--- src/nmea_pkg.sv ---
// Shared constants for the NMEA RMC position extractor.
`timescale 1ns / 1ps

package nmea_pkg;

    localparam int FIELD_MAX_DEF = 16;

    localparam logic [7:0] CHAR_NL     = 8'h0A;
    localparam logic [7:0] CHAR_DOLLAR = 8'h24;
    localparam logic [7:0] CHAR_COMMA  = 8'h2C;
    localparam logic [7:0] CHAR_G      = 8'h47;
    localparam logic [7:0] CHAR_N      = 8'h4E;
    localparam logic [7:0] CHAR_P      = 8'h50;
    localparam logic [7:0] CHAR_R      = 8'h52;
    localparam logic [7:0] CHAR_M      = 8'h4D;
    localparam logic [7:0] CHAR_C      = 8'h43;

    // Header progress codes.
    localparam logic [2:0] HP_WAIT = 3'd0;
    localparam logic [2:0] HP_DONE = 3'd6;
    localparam logic [2:0] HP_BAD  = 3'd7;

    localparam logic [2:0] COMMAS_ALL = 3'd7;
    localparam logic [2:0] FLD_LAT    = 3'd3;
    localparam logic [2:0] FLD_NS     = 3'd4;
    localparam logic [2:0] FLD_LON    = 3'd5;
    localparam logic [2:0] FLD_EW     = 3'd6;

endpackage

--- src/nmea_field_mem.sv ---
// Synchronous field memory holding the latitude and longitude characters.
`timescale 1ns / 1ps

module nmea_field_mem
    import nmea_pkg::*;
#(
    parameter int FIELD_MAX = FIELD_MAX_DEF
)
(
    input  logic                         clk,
    input  logic                         wr_en,
    input  logic                         wr_sel,
    input  logic [$clog2(FIELD_MAX)-1:0] wr_idx,
    input  logic [7:0]                   wr_data,
    input  logic                         rd_en,
    input  logic                         rd_sel,
    input  logic [$clog2(FIELD_MAX)-1:0] rd_idx,
    output logic [7:0]                   rd_data
);

    localparam int IDX_W     = $clog2(FIELD_MAX);
    localparam int MEM_DEPTH = 2 ** (IDX_W + 1);

    logic [7:0] mem [MEM_DEPTH];
    logic [7:0] rd_data_reg;

    // The select bit picks the latitude half or the longitude half.
    always_ff @(posedge clk)
    begin
        if (wr_en)
        begin
            mem[{wr_sel, wr_idx}] <= wr_data;
        end
        if (rd_en)
        begin
            rd_data_reg <= mem[{rd_sel, rd_idx}];
        end
    end

    assign rd_data = rd_data_reg;

endmodule

--- src/nmea_rmc_position_extractor.sv ---
// Top level of the NMEA RMC position extractor: sentence parser and output sequencer.
`timescale 1ns / 1ps

// Usage:
// The input channel (in_valid, in_ready, rx_byte) takes one received character per item.
// The output channel (out_valid, out_ready, out_char, last) gives the reformatted line:
// N/S, the latitude text, E/W, the longitude text and a newline, with last set on the
// newline. A line is produced only when a newline ends a $GNRMC or $GPRMC sentence in
// which seven commas were seen; otherwise a newline produces nothing.
// Input flow: every character other than a qualifying newline leaves the input open.
// A qualifying newline holds the input while the line is sent, since each stored
// character is first read from the field memory and then its registered data is moved
// to the output; the sequencer waits whenever the output register is not free.
// After the newline is accepted, the first item is loaded once the output is free.
// Results sit in an output register, so the input is taken again as soon as the last
// item of a line is loaded, even while the receiver has not yet taken it.
// When the receiver stalls, the output register holds and the sequencer waits.
// Reset clears the sentence state and out_valid, not out_char or last; the field
// memory is not cleared, as only entries below the captured lengths are ever read.

module nmea_rmc_position_extractor
    import nmea_pkg::*;
#(
    parameter int FIELD_MAX = FIELD_MAX_DEF
)
(
    input  logic       clk,
    input  logic       rst_n,
    input  logic       in_valid,
    output logic       in_ready,
    input  logic [7:0] rx_byte,
    output logic       out_valid,
    input  logic       out_ready,
    output logic [7:0] out_char,
    output logic       last
);

    localparam int IDX_W = $clog2(FIELD_MAX);
    localparam int LEN_W = $clog2(FIELD_MAX + 1);
    localparam logic [LEN_W-1:0] LEN_MAX = LEN_W'(FIELD_MAX);

    typedef enum logic [2:0] {
        ST_IDLE,
        ST_NS,
        ST_LAT_RD,
        ST_LAT_WT,
        ST_EW,
        ST_LON_RD,
        ST_LON_WT,
        ST_NL
    } state_t;

    state_t           state_reg, state_next;
    logic [2:0]       hp_reg, hp_next;
    logic             hok_reg, hok_next;
    logic [2:0]       comma_reg, comma_next;
    logic [LEN_W-1:0] lat_len_reg, lat_len_next;
    logic [LEN_W-1:0] lon_len_reg, lon_len_next;
    logic [7:0]       ns_reg, ns_next;
    logic [7:0]       ew_reg, ew_next;
    logic [IDX_W-1:0] idx_reg, idx_next;
    logic             out_valid_reg, out_valid_next;
    logic [7:0]       out_char_reg, out_char_next;
    logic             last_reg, last_next;

    logic             slot_free;
    logic             wr_en;
    logic             wr_sel;
    logic [IDX_W-1:0] wr_idx;
    logic             rd_en;
    logic             rd_sel;
    logic [7:0]       rd_data;
    logic             idx_at_end_lat;
    logic             idx_at_end_lon;

    function automatic logic hdr_char_ok(input logic [2:0] pos, input logic [7:0] c);
        logic ok;
        case (pos)
            3'd1:    ok = (c == CHAR_G);
            3'd2:    ok = (c == CHAR_N) || (c == CHAR_P);
            3'd3:    ok = (c == CHAR_R);
            3'd4:    ok = (c == CHAR_M);
            3'd5:    ok = (c == CHAR_C);
            default: ok = 1'b0;
        endcase
        return ok;
    endfunction

    nmea_field_mem #(
        .FIELD_MAX (FIELD_MAX)
    ) u_mem (
        .clk     (clk),
        .wr_en   (wr_en),
        .wr_sel  (wr_sel),
        .wr_idx  (wr_idx),
        .wr_data (rx_byte),
        .rd_en   (rd_en),
        .rd_sel  (rd_sel),
        .rd_idx  (idx_reg),
        .rd_data (rd_data)
    );

    assign slot_free      = !out_valid_reg || out_ready;
    assign in_ready       = (state_reg == ST_IDLE);
    assign idx_at_end_lat = (LEN_W'(idx_reg) + LEN_W'(1)) == lat_len_reg;
    assign idx_at_end_lon = (LEN_W'(idx_reg) + LEN_W'(1)) == lon_len_reg;

    always_comb
    begin
        state_next    = state_reg;
        hp_next       = hp_reg;
        hok_next      = hok_reg;
        comma_next    = comma_reg;
        lat_len_next  = lat_len_reg;
        lon_len_next  = lon_len_reg;
        ns_next       = ns_reg;
        ew_next       = ew_reg;
        idx_next      = idx_reg;
        out_char_next = out_char_reg;
        last_next     = last_reg;
        out_valid_next = out_ready ? 1'b0 : out_valid_reg;
        wr_en         = 1'b0;
        wr_sel        = 1'b0;
        wr_idx        = lat_len_reg[IDX_W-1:0];
        rd_en         = 1'b0;
        rd_sel        = 1'b0;

        case (state_reg)
            ST_IDLE:
            begin
                if (in_valid)
                begin
                    if (rx_byte == CHAR_NL)
                    begin
                        hp_next    = HP_WAIT;
                        hok_next   = 1'b0;
                        comma_next = 3'd0;
                        if (hok_reg && comma_reg == COMMAS_ALL)
                        begin
                            // Captured fields stay until the line has been sent.
                            state_next = ST_NS;
                        end
                        else
                        begin
                            lat_len_next = '0;
                            lon_len_next = '0;
                            ns_next      = 8'd0;
                            ew_next      = 8'd0;
                        end
                    end
                    else if (rx_byte == CHAR_DOLLAR)
                    begin
                        hp_next      = 3'd1;
                        hok_next     = 1'b0;
                        comma_next   = 3'd0;
                        lat_len_next = '0;
                        lon_len_next = '0;
                        ns_next      = 8'd0;
                        ew_next      = 8'd0;
                    end
                    else if (hp_reg == HP_WAIT || hp_reg == HP_BAD)
                    begin
                        hp_next = hp_reg;
                    end
                    else if (hp_reg != HP_DONE)
                    begin
                        if (hdr_char_ok(hp_reg, rx_byte))
                        begin
                            hp_next = hp_reg + 3'd1;
                            if (hp_reg == 3'd5)
                            begin
                                hok_next = 1'b1;
                            end
                        end
                        else
                        begin
                            hp_next = HP_BAD;
                        end
                    end
                    else if (comma_reg != COMMAS_ALL)
                    begin
                        if (rx_byte == CHAR_COMMA)
                        begin
                            comma_next = comma_reg + 3'd1;
                        end
                        else
                        begin
                            case (comma_reg)
                                FLD_LAT:
                                begin
                                    if (lat_len_reg < LEN_MAX)
                                    begin
                                        wr_en        = 1'b1;
                                        wr_sel       = 1'b0;
                                        wr_idx       = lat_len_reg[IDX_W-1:0];
                                        lat_len_next = lat_len_reg + LEN_W'(1);
                                    end
                                end
                                FLD_NS:
                                begin
                                    if (ns_reg == 8'd0)
                                    begin
                                        ns_next = rx_byte;
                                    end
                                end
                                FLD_LON:
                                begin
                                    if (lon_len_reg < LEN_MAX)
                                    begin
                                        wr_en        = 1'b1;
                                        wr_sel       = 1'b1;
                                        wr_idx       = lon_len_reg[IDX_W-1:0];
                                        lon_len_next = lon_len_reg + LEN_W'(1);
                                    end
                                end
                                FLD_EW:
                                begin
                                    if (ew_reg == 8'd0)
                                    begin
                                        ew_next = rx_byte;
                                    end
                                end
                                default:
                                begin
                                    ew_next = ew_reg;
                                end
                            endcase
                        end
                    end
                end
            end

            ST_NS:
            begin
                if (slot_free)
                begin
                    out_valid_next = 1'b1;
                    out_char_next  = ns_reg;
                    last_next      = 1'b0;
                    idx_next       = '0;
                    state_next     = (lat_len_reg == '0) ? ST_EW : ST_LAT_RD;
                end
            end

            ST_LAT_RD:
            begin
                rd_en      = 1'b1;
                rd_sel     = 1'b0;
                state_next = ST_LAT_WT;
            end

            ST_LAT_WT:
            begin
                if (slot_free)
                begin
                    out_valid_next = 1'b1;
                    out_char_next  = rd_data;
                    last_next      = 1'b0;
                    if (idx_at_end_lat)
                    begin
                        idx_next   = '0;
                        state_next = ST_EW;
                    end
                    else
                    begin
                        idx_next   = idx_reg + IDX_W'(1);
                        state_next = ST_LAT_RD;
                    end
                end
            end

            ST_EW:
            begin
                if (slot_free)
                begin
                    out_valid_next = 1'b1;
                    out_char_next  = ew_reg;
                    last_next      = 1'b0;
                    idx_next       = '0;
                    state_next     = (lon_len_reg == '0) ? ST_NL : ST_LON_RD;
                end
            end

            ST_LON_RD:
            begin
                rd_en      = 1'b1;
                rd_sel     = 1'b1;
                state_next = ST_LON_WT;
            end

            ST_LON_WT:
            begin
                if (slot_free)
                begin
                    out_valid_next = 1'b1;
                    out_char_next  = rd_data;
                    last_next      = 1'b0;
                    if (idx_at_end_lon)
                    begin
                        idx_next   = '0;
                        state_next = ST_NL;
                    end
                    else
                    begin
                        idx_next   = idx_reg + IDX_W'(1);
                        state_next = ST_LON_RD;
                    end
                end
            end

            ST_NL:
            begin
                if (slot_free)
                begin
                    out_valid_next = 1'b1;
                    out_char_next  = CHAR_NL;
                    last_next      = 1'b1;
                    lat_len_next   = '0;
                    lon_len_next   = '0;
                    ns_next        = 8'd0;
                    ew_next        = 8'd0;
                    state_next     = ST_IDLE;
                end
            end

            default:
            begin
                state_next = ST_IDLE;
            end
        endcase
    end

    always_ff @(posedge clk or negedge rst_n)
    begin
        if (!rst_n)
        begin
            state_reg     <= ST_IDLE;
            hp_reg        <= HP_WAIT;
            hok_reg       <= 1'b0;
            comma_reg     <= 3'd0;
            lat_len_reg   <= '0;
            lon_len_reg   <= '0;
            ns_reg        <= 8'd0;
            ew_reg        <= 8'd0;
            idx_reg       <= '0;
            out_valid_reg <= 1'b0;
        end
        else
        begin
            state_reg     <= state_next;
            hp_reg        <= hp_next;
            hok_reg       <= hok_next;
            comma_reg     <= comma_next;
            lat_len_reg   <= lat_len_next;
            lon_len_reg   <= lon_len_next;
            ns_reg        <= ns_next;
            ew_reg        <= ew_next;
            idx_reg       <= idx_next;
            out_valid_reg <= out_valid_next;
        end
    end

    always_ff @(posedge clk)
    begin
        out_char_reg <= out_char_next;
        last_reg     <= last_next;
    end

    assign out_valid = out_valid_reg;
    assign out_char  = out_char_reg;
    assign last      = last_reg;

endmodule

--- config.mk ---
export PLATFORM = sky130hd
export DESIGN_NAME = nmea_rmc_position_extractor
export DESIGN_NICKNAME = d
export VERILOG_FILES = /design/src/nmea_pkg.sv /design/src/nmea_field_mem.sv /design/src/nmea_rmc_position_extractor.sv
export SDC_FILE = /design/constraint.sdc
export NUM_CORES = 1
export LEC_CHECK = 0
export BUFFER_PORTS_ARGS = -buffer_cell sky130_fd_sc_hd__buf_2
export CAP_MARGIN = 20
export CORE_ASPECT_RATIO = 0.9
export CORE_MARGIN = 4
export CORE_UTILIZATION = 65
export CTS_BUF_LIST = sky130_fd_sc_hd__clkbuf_16
export CTS_CLUSTER_DIAMETER = 50
export CTS_CLUSTER_SIZE = 24
export DETAILED_ROUTE_END_ITERATION = 8
export HOLD_SLACK_MARGIN = 0.02
export PLACE_DENSITY_LB_ADDON = 0.2
export SLEW_MARGIN = 40
export SYNTH_ARGS = -nofsm -noshare
export SYNTH_HDL_FRONTEND = slang
export SYNTH_SLANG_ARGS = --single-unit
--- constraint.sdc ---
create_clock -name clk -period 4.6 [get_ports clk]
set_input_delay 0.46 -clock clk [delete_from_list [all_inputs] [get_ports clk]]
set_output_delay 0.46 -clock clk [all_outputs]
set_load 0.02 [all_outputs]
==> out/results.tsv, run 1 <==
stage	metric	value	unit
status	status	complete, no violations	
global_routing	grt_pass1_vias	7284	
drt	wire_per_inst	28.3	um
synth	synth_fp_nets	793	
setup_path	path_max_fanout	20	
placement	place_area	0.0138	sq mm
setup_path	cp-start-kind	flip-flop	
clock_tree	numCtsBuffers	25	
drt	drtIter0Drc	938	
setup_path	r2r_slack	1030	ps
timing	timing.setup.tns	0	ps
clock_tree	clock_latency	550	ps
synth	netlist_area	0.0134	sq mm
cells_and_area	drive_gt1_frac	0.252	
timing	max_slew_margin	0.461	
setup_path	worstRegToRegCells	7	
setup_path	endpoint_kind	flip-flop	
synth	ys_warn_count	0	
cells_and_area	nets	824	
floorplan	dieArea	0.0229	sq mm
clock_tree	clk_pin_slew	80	ps
power_and_ir_drop	leakagePower	4.82	nW
synth	yosys.cell_types.count	64	
synth	synth-async-reset-ratio	0.131	
floorplan	initial_core_util	0.665	
cells_and_area	layout_common_cells	273 x edfxtp_1, 80 x mux4_2, 46 x nor2_1, 38 x dfrtp_1	
floorplan	io_pins	23	
power_and_ir_drop	peakVddDrop	0.425	mV
drt	vias	7431	
drt	via_per_inst	6.95	
synth	yosysSeqAreaShare	0.690	
cells_and_area	antennaDiodeCount	0	
power_and_ir_drop	power	7.87	mW
setup_path	worstSetupEndpoint	u_mem.mem[24][2]$_DFFE_PP_	
setup_path	r2r_start	state_reg[0]$_DFFE_PN0P_	
clock_tree	cts.sinks	314	
synth	synth.avg_cell_area	17.5	sq um
cells_and_area	largest_reg_flops	256	
setup_path	worst_r2r_endpoint	u_mem.mem[24][2]$_DFFE_PP_	
setup_path	worstPathRequired	4760	ps
timing	min_period	3570	ps
timing	timing.fmax	280	MHz
synth	synthFlopType	edfxtp_1	
floorplan	die_w	159	um
floorplan	die_h	144	um
floorplan	rows	49	
cells_and_area	regMostFlops	u_mem.mem	
global_routing	grt_pass1_wl	46.9	mm
placement	placedCellCount	1022	
drt	postRouteAntennaNets	0	
timing	max_slew.worst_pin.slew	806	ps
cells_and_area	area_delta_synth_final	10.4	%
cells_and_area	stdcell_count	1069	
clock_tree	tritoncts	built	
cells_and_area	n_fill_cell	1157	
timing	skew	20.5	ps
global_routing	grt_max_degree	52	
timing	fin_crit_sh	0.776	
timing	hold_viol_final	0	
clock_tree	clock_path_buffers	3	
floorplan	core_area	0.0201	sq mm
cells_and_area	post-route-cell-area	0.0148	sq mm
drt	drt_first_pass_iters	6	
timing	final-setup-viol-count	0	
drt	drc	0	
setup_path	arrival	3730	ps
drt	wirelength	30.3	mm
global_routing	track_usage	0.273	
synth	ys_seq_elements	314	
synth	synth_edf_count	273	
clock_tree	clk_root_buffer_cell	clkbuf_16	
global_routing	grt.overflow.total	0	
cells_and_area	final_common_cell	edfxtp_1	
timing	timing_max_transition_violations_final	0	
synth	syn-instance-count	764	
placement	gp_congestion	0.967	
global_routing	antenna_found_initial	0	
timing	rsz0062_at_grt	false	
worst_hold_path	hp-class	in -> reg	
power_and_ir_drop	power_density	534	mW/mm^2
placement	hpwl	19.1	mm
clock_tree	h-tree-depth	1	
placement	io_buffers	22	
setup_path	crit_start	state_reg[0]$_DFFE_PN0P_	
flow_run	drv_cap	0	
setup_path	critPathKind	reg -> reg	
==> logic make-up (layout without fill, tap and decap cells) <==
kind of cell	after synthesis	in the layout	synth area share
AO/OA/AOI/OAI	94	94	0.0445
XOR/XNOR	14	14	0.0103
adder cells (fa/ha/maj)	17	17	0.0159
buffers and inverters	54	104	0.0183
flip-flops	314	314	0.690
multiplexers	105	105	0.156
AND/OR/NAND/NOR	166	166	0.0653
==> Yosys cell counts (all sizes together), types with 10 or more instances <==
cell type	n	area, sq um
mux4	80	1800
nand3	20	105
o21ai	37	185
dfrtp	41	1030
nand2	35	131
buf	17	105
nor2	48	183
a21oi	15	86.3
ha	17	213
nor3	10	50.1
inv	21	78.8
mux2	24	270
edfxtp	273	8200
clkbuf	16	60.1
a22oi	13	97.6
==> power breakdown <==
group / total (mW) / leakage [nW] / switching (mW) / internal, mW
sequential: 3.67 / 2.98 / 0.312 / 3.35
combinational: 1.75 / 1.36 / 0.928 / 0.826
clock: 2.45 / 0.473 / 1.14 / 1.31
==> cell type report <==
cell class / count / area (sq um) / share of cell area
well taps: 255 / 319 / 0.0216
clock buffers: 25 / 626 / 0.0424
repair buffers: 37 / 240 / 0.0163
flip-flops and latches: 314 / 9230 / 0.626
inverters: 21 / 78.8 / 0.00534
multi-input cells: 396 / 3910 / 0.265
clock inverters: 21 / 345 / 0.0234
==> worst min-delay path by stage <==
stage / slack [ps] / endpoint / depth (start not counted) / startpoint
after floorplan: 160 / comma_reg[0]$_DFFE_PN0P_ / 0 / rst_n
final: 350 / last$_DFFE_PP_ / 3 / out_ready
after detailed placement: 480 / idx_reg[0]$_DFFE_PN0P_ / 1 / rst_n
after global placement: 500 / hok_reg$_DFFE_PN0P_ / 1 / hok_reg$_DFFE_PN0P_
after global routing: 340 / last$_DFFE_PP_ / 3 / out_ready
after CTS: 330 / last$_DFFE_PP_ / 3 / out_ready
==> metal layers <==
metal | up-vias | part of all wire | GRT usage
met1 | 3742 | 0.40 | 0.415
li1 | 3126 | - | -
met5 | - | 0 | 0
met4 | 0 | 0.025 | 0.0557
met3 | 55 | 0.11 | 0.0550
met2 | 508 | 0.47 | 0.428
==> worst max-delay path, stage by stage (launching register included) <==
cell	delay [ps]
dfrtp_1	610
nor2_2	370
nand2_1	170
inv_2	140
and2_1	300
nand3_1	230
nand3b_1	560
nor2_1	800
==> repair_timing <==
action,CTS,global route
buffers inserted,0,0
hold buffers,1,0
resized for setup,0,0
endpoints found under the hold margin,41,0
==> metrics by stage <==
step	worst slack [ps]	utilization	hold WS [ps]
finish	1030	0.734	346
global route	817	0.734	343
floorplan	1960	-	164
detailed placement	1060	0.684	481
global placement	1310	0.684	499
CTS	1060	0.733	332
Note: power is estimated with default switching activity, not from simulation.
==> run 2, diff against run 1 <==
Settings changed: ABC_AREA set to 1, CORE_UTILIZATION 65 to 57.
Clock period 4.6 ns to 3 ns, I/O delays scaled along.
==> out/results.tsv, run 2 <==
stage	metric	value	unit	change
status	status	complete, no violations		
placement	gp_congestion	0.934		-3.4%
floorplan	rows	54		+10%
clock_tree	clk_pin_slew	80	ps	about the same
floorplan	dieArea	0.0271	sq mm	+18%
placement	hpwl	22.0	mm	+15%
setup_path	path_cells	ha_1, ha_1, nor3_4, nand2_1, nor3_4, nand3_4, nor3_1, buf_4		
timing	rsz0062_at_grt	false		
setup_path	endpoint_kind	flip-flop		
synth	synth.avg_cell_area	11.0	sq um	-37%
timing	fin_crit_sh	0.925		+0.150
timing	min_period	2780	ps	-791 ps
synth	synth_top_area_frac	0.585		-0.0278
global_routing	grt_pass1_wl	52.7	mm	+12%
setup_path	worstRegToRegCells	8		+1
timing	hold_viol_final	0		unchanged
global_routing	track_usage	0.249		-0.0243
setup_path	cp_slowest_cell	dfrtp_1		
synth	ys_top_cells_by_area	edfxtp_1 59%, dfrtp_1 7.3%, nand2_1 6.4%		
cells_and_area	nets	1344		+63%
cells_and_area	layout_common_cells	273 x edfxtp_1, 240 x nand2_1, 151 x nor2_1, 124 x o21ai_0, 103 x nand3_1		
synth	yosys-top-cells-count	273 x edfxtp_1, 240 x nand2_1, 151 x nor2_1, 124 x o21ai_0, 103 x nand3_1		
setup_path	cp-start-kind	flip-flop		
cells_and_area	drive_gt1_frac	0.138		-0.114
global_routing	grt.overflow.total	0		unchanged
floorplan	core_area	0.0242	sq mm	+20%
setup_path	path_max_fanout	16		-20%
synth	yosysSeqAreaShare	0.659		-0.0313
synth	yosysMostFrequentCell	edfxtp_1		
synth	synth_fp_nets	1300		+64%
cells_and_area	final_core_util	0.645		-0.0882
setup_path	worst_r2r_endpoint	u_mem.mem[1][7]$_DFFE_PP_		
setup_path	critPathKind	reg -> reg		
timing	skew	28.0	ps	+7.43 ps
setup_path	cp_slowest_stage_delay	400	ps	-400 ps
setup_path	arrival	3030	ps	-700 ps
synth	synth_edf_count	273		unchanged
cells_and_area	n_fill_cell	1860		+61%
synth	ys_warn_count	0		unchanged
global_routing	antenna_found_initial	0		unchanged
drt	via_per_inst	5.98		-14%
floorplan	die_w	173	um	+8.8%
clock_tree	tritoncts	built		
setup_path	r2r_slack	220	ps	-810 ps
clock_tree	clk_root_buffer_cell	clkbuf_16		
timing	timing.fmax	360	MHz	+28%
flow_run	drv_cap	0		unchanged
drt	drtIter0Drc	1317		+40%
timing	max_slew_margin	0.474		+0.0128
cells_and_area	largest_reg_flops	256		unchanged
clock_tree	cts_resized	0		unchanged
synth	ys_seq_elements	314		unchanged
cells_and_area	antennaDiodeCount	0		unchanged
synth	yosys.cell_types.count	37		-42%
synth	synthFlopType	edfxtp_1		
synth	synth-async-reset-ratio	0.131		unchanged
setup_path	worstPathRequired	3250	ps	-1510 ps
clock_tree	h-tree-depth	1		unchanged
cells_and_area	area_delta_synth_final	11.5	%	
clock_tree	clock_path_buffers	3		unchanged
worst_hold_path	min-delay-start	out_ready		
global_routing	grt_pass1_vias	9369		+29%
cells_and_area	regMostFlops	u_mem.mem		
synth	netlist_area	0.0140	sq mm	+4.8%
synth	syn-instance-count	1271		+66%
timing	hold_slack	117	ps	-229 ps
floorplan	initial_core_util	0.579		-0.0858
power_and_ir_drop	leakagePower	5.83	nW	+21%
floorplan	io_pins	23		unchanged
timing	final-setup-viol-count	0		unchanged
global_routing	grt_max_degree	58		+12%
drt	wire_per_inst	20.7	um	-27%
timing	timing_max_transition_violations_final	0		unchanged
clock_tree	numCtsBuffers	27		+8.0%
drt	vias	9836		+32%
worst_hold_path	whs_path_depth	4		+1
worst_hold_path	holdPathEnd	out_valid$_DFF_PN0_		
synth	yosys.area.top_type	edfxtp_1		
timing	max_slew.worst_pin.slew	786	ps	-19.2 ps
drt	drc	0		unchanged
setup_path	crit_start	comma_reg[0]$_DFFE_PN0P_		
power_and_ir_drop	peakVddDrop	0.497	mV	+17%
drt	drt_first_pass_iters	5		-1
timing	timing.setup.tns	0	ps	unchanged
drt	wirelength	34.0	mm	+12%
clock_tree	cts.sinks	314		unchanged
setup_path	r2r_start	comma_reg[0]$_DFFE_PN0P_		
drt	postRouteAntennaNets	0		unchanged
worst_hold_path	hp-class	in -> reg		
placement	io_buffers	22		unchanged
power_and_ir_drop	power_density	850	mW/mm^2	+59%
cells_and_area	final_common_cell	edfxtp_1		
floorplan	die_h	157	um	+8.8%
clock_tree	clock_latency	550	ps	about the same
## run 2: metrics by stage
stage                     area, sq um  worst slack [ps]  cells  power [mW]
final                           15600               224   1644        13.3
after global routing            15600              49.6   1644        14.0
after CTS                       15600               205   1644        13.3
after detailed placement        14600               234   1593        9.71
after global placement          14600               340   1593        9.65
after floorplan                 14000               326   1271        8.43
## run 2: where the power goes
| part | switching, mW | total [mW] | internal, mW |
|---|---|---|---|
| logic | 3.03 | 4.26 | 1.22 |
| clock network | 1.80 | 3.59 | 1.80 |
| registers | 0.293 | 5.43 | 5.13 |
| total | 5.12 | 13.3 | 8.15 |
## run 2: area by class of cell
class,instances,area [sq um],share of cell area
tap,308,385,0.0247
inverter,64,240,0.0154
clock buffer,27,676,0.0433
clock inverter,23,278,0.0178
sequential,314,9230,0.591
multi-input combinational,832,4250,0.272
timing repair buffer,76,558,0.0357
## run 2: metal layers
metal,GRT usage,part of all wire
met2,0.386,0.45
met4,0.0794,0.032
met3,0.0457,0.086
met5,0,0
met1,0.363,0.43
## run 2: worst max-delay path: cells and delay by family (launching register included)
family / cells / cell delay (ps)
AND/OR/NAND/NOR: 5 / 1420
flip-flops: 1 / 400
buffers and inverters: 1 / 200
adder cells (fa/ha/maj): 2 / 480
## run 2: kinds of logic (layout without fill, tap and decap cells)
kind of cell | count (synthesis) | after routing | share of synthesized area
flip-flops | 314 | 314 | 0.659
adder cells (fa/ha/maj) | 17 | 17 | 0.0152
XOR/XNOR | 15 | 15 | 0.00938
AND/OR/NAND/NOR | 566 | 566 | 0.185
AO/OA/AOI/OAI | 234 | 234 | 0.0937
buffers and inverters | 125 | 190 | 0.0381
## run 2: worst max path at each step
stage	endpoint	slack (ps)
after floorplan	u_mem.mem[26][0]$_DFFE_PP_	330
after global placement	u_mem.mem[11][6]$_DFFE_PP_	340
after detailed placement	u_mem.mem[1][1]$_DFFE_PP_	230
after CTS	u_mem.mem[1][7]$_DFFE_PP_	210
after global routing	u_mem.mem[2][2]$_DFFE_PP_	50
final	u_mem.mem[1][7]$_DFFE_PP_	220
## run 2: repair_timing
action / 4_1_cts / 5_1_grt
hold endpoints to repair: 41 / 0
buffers inserted: 0 / 0
hold buffers: 1 / 0
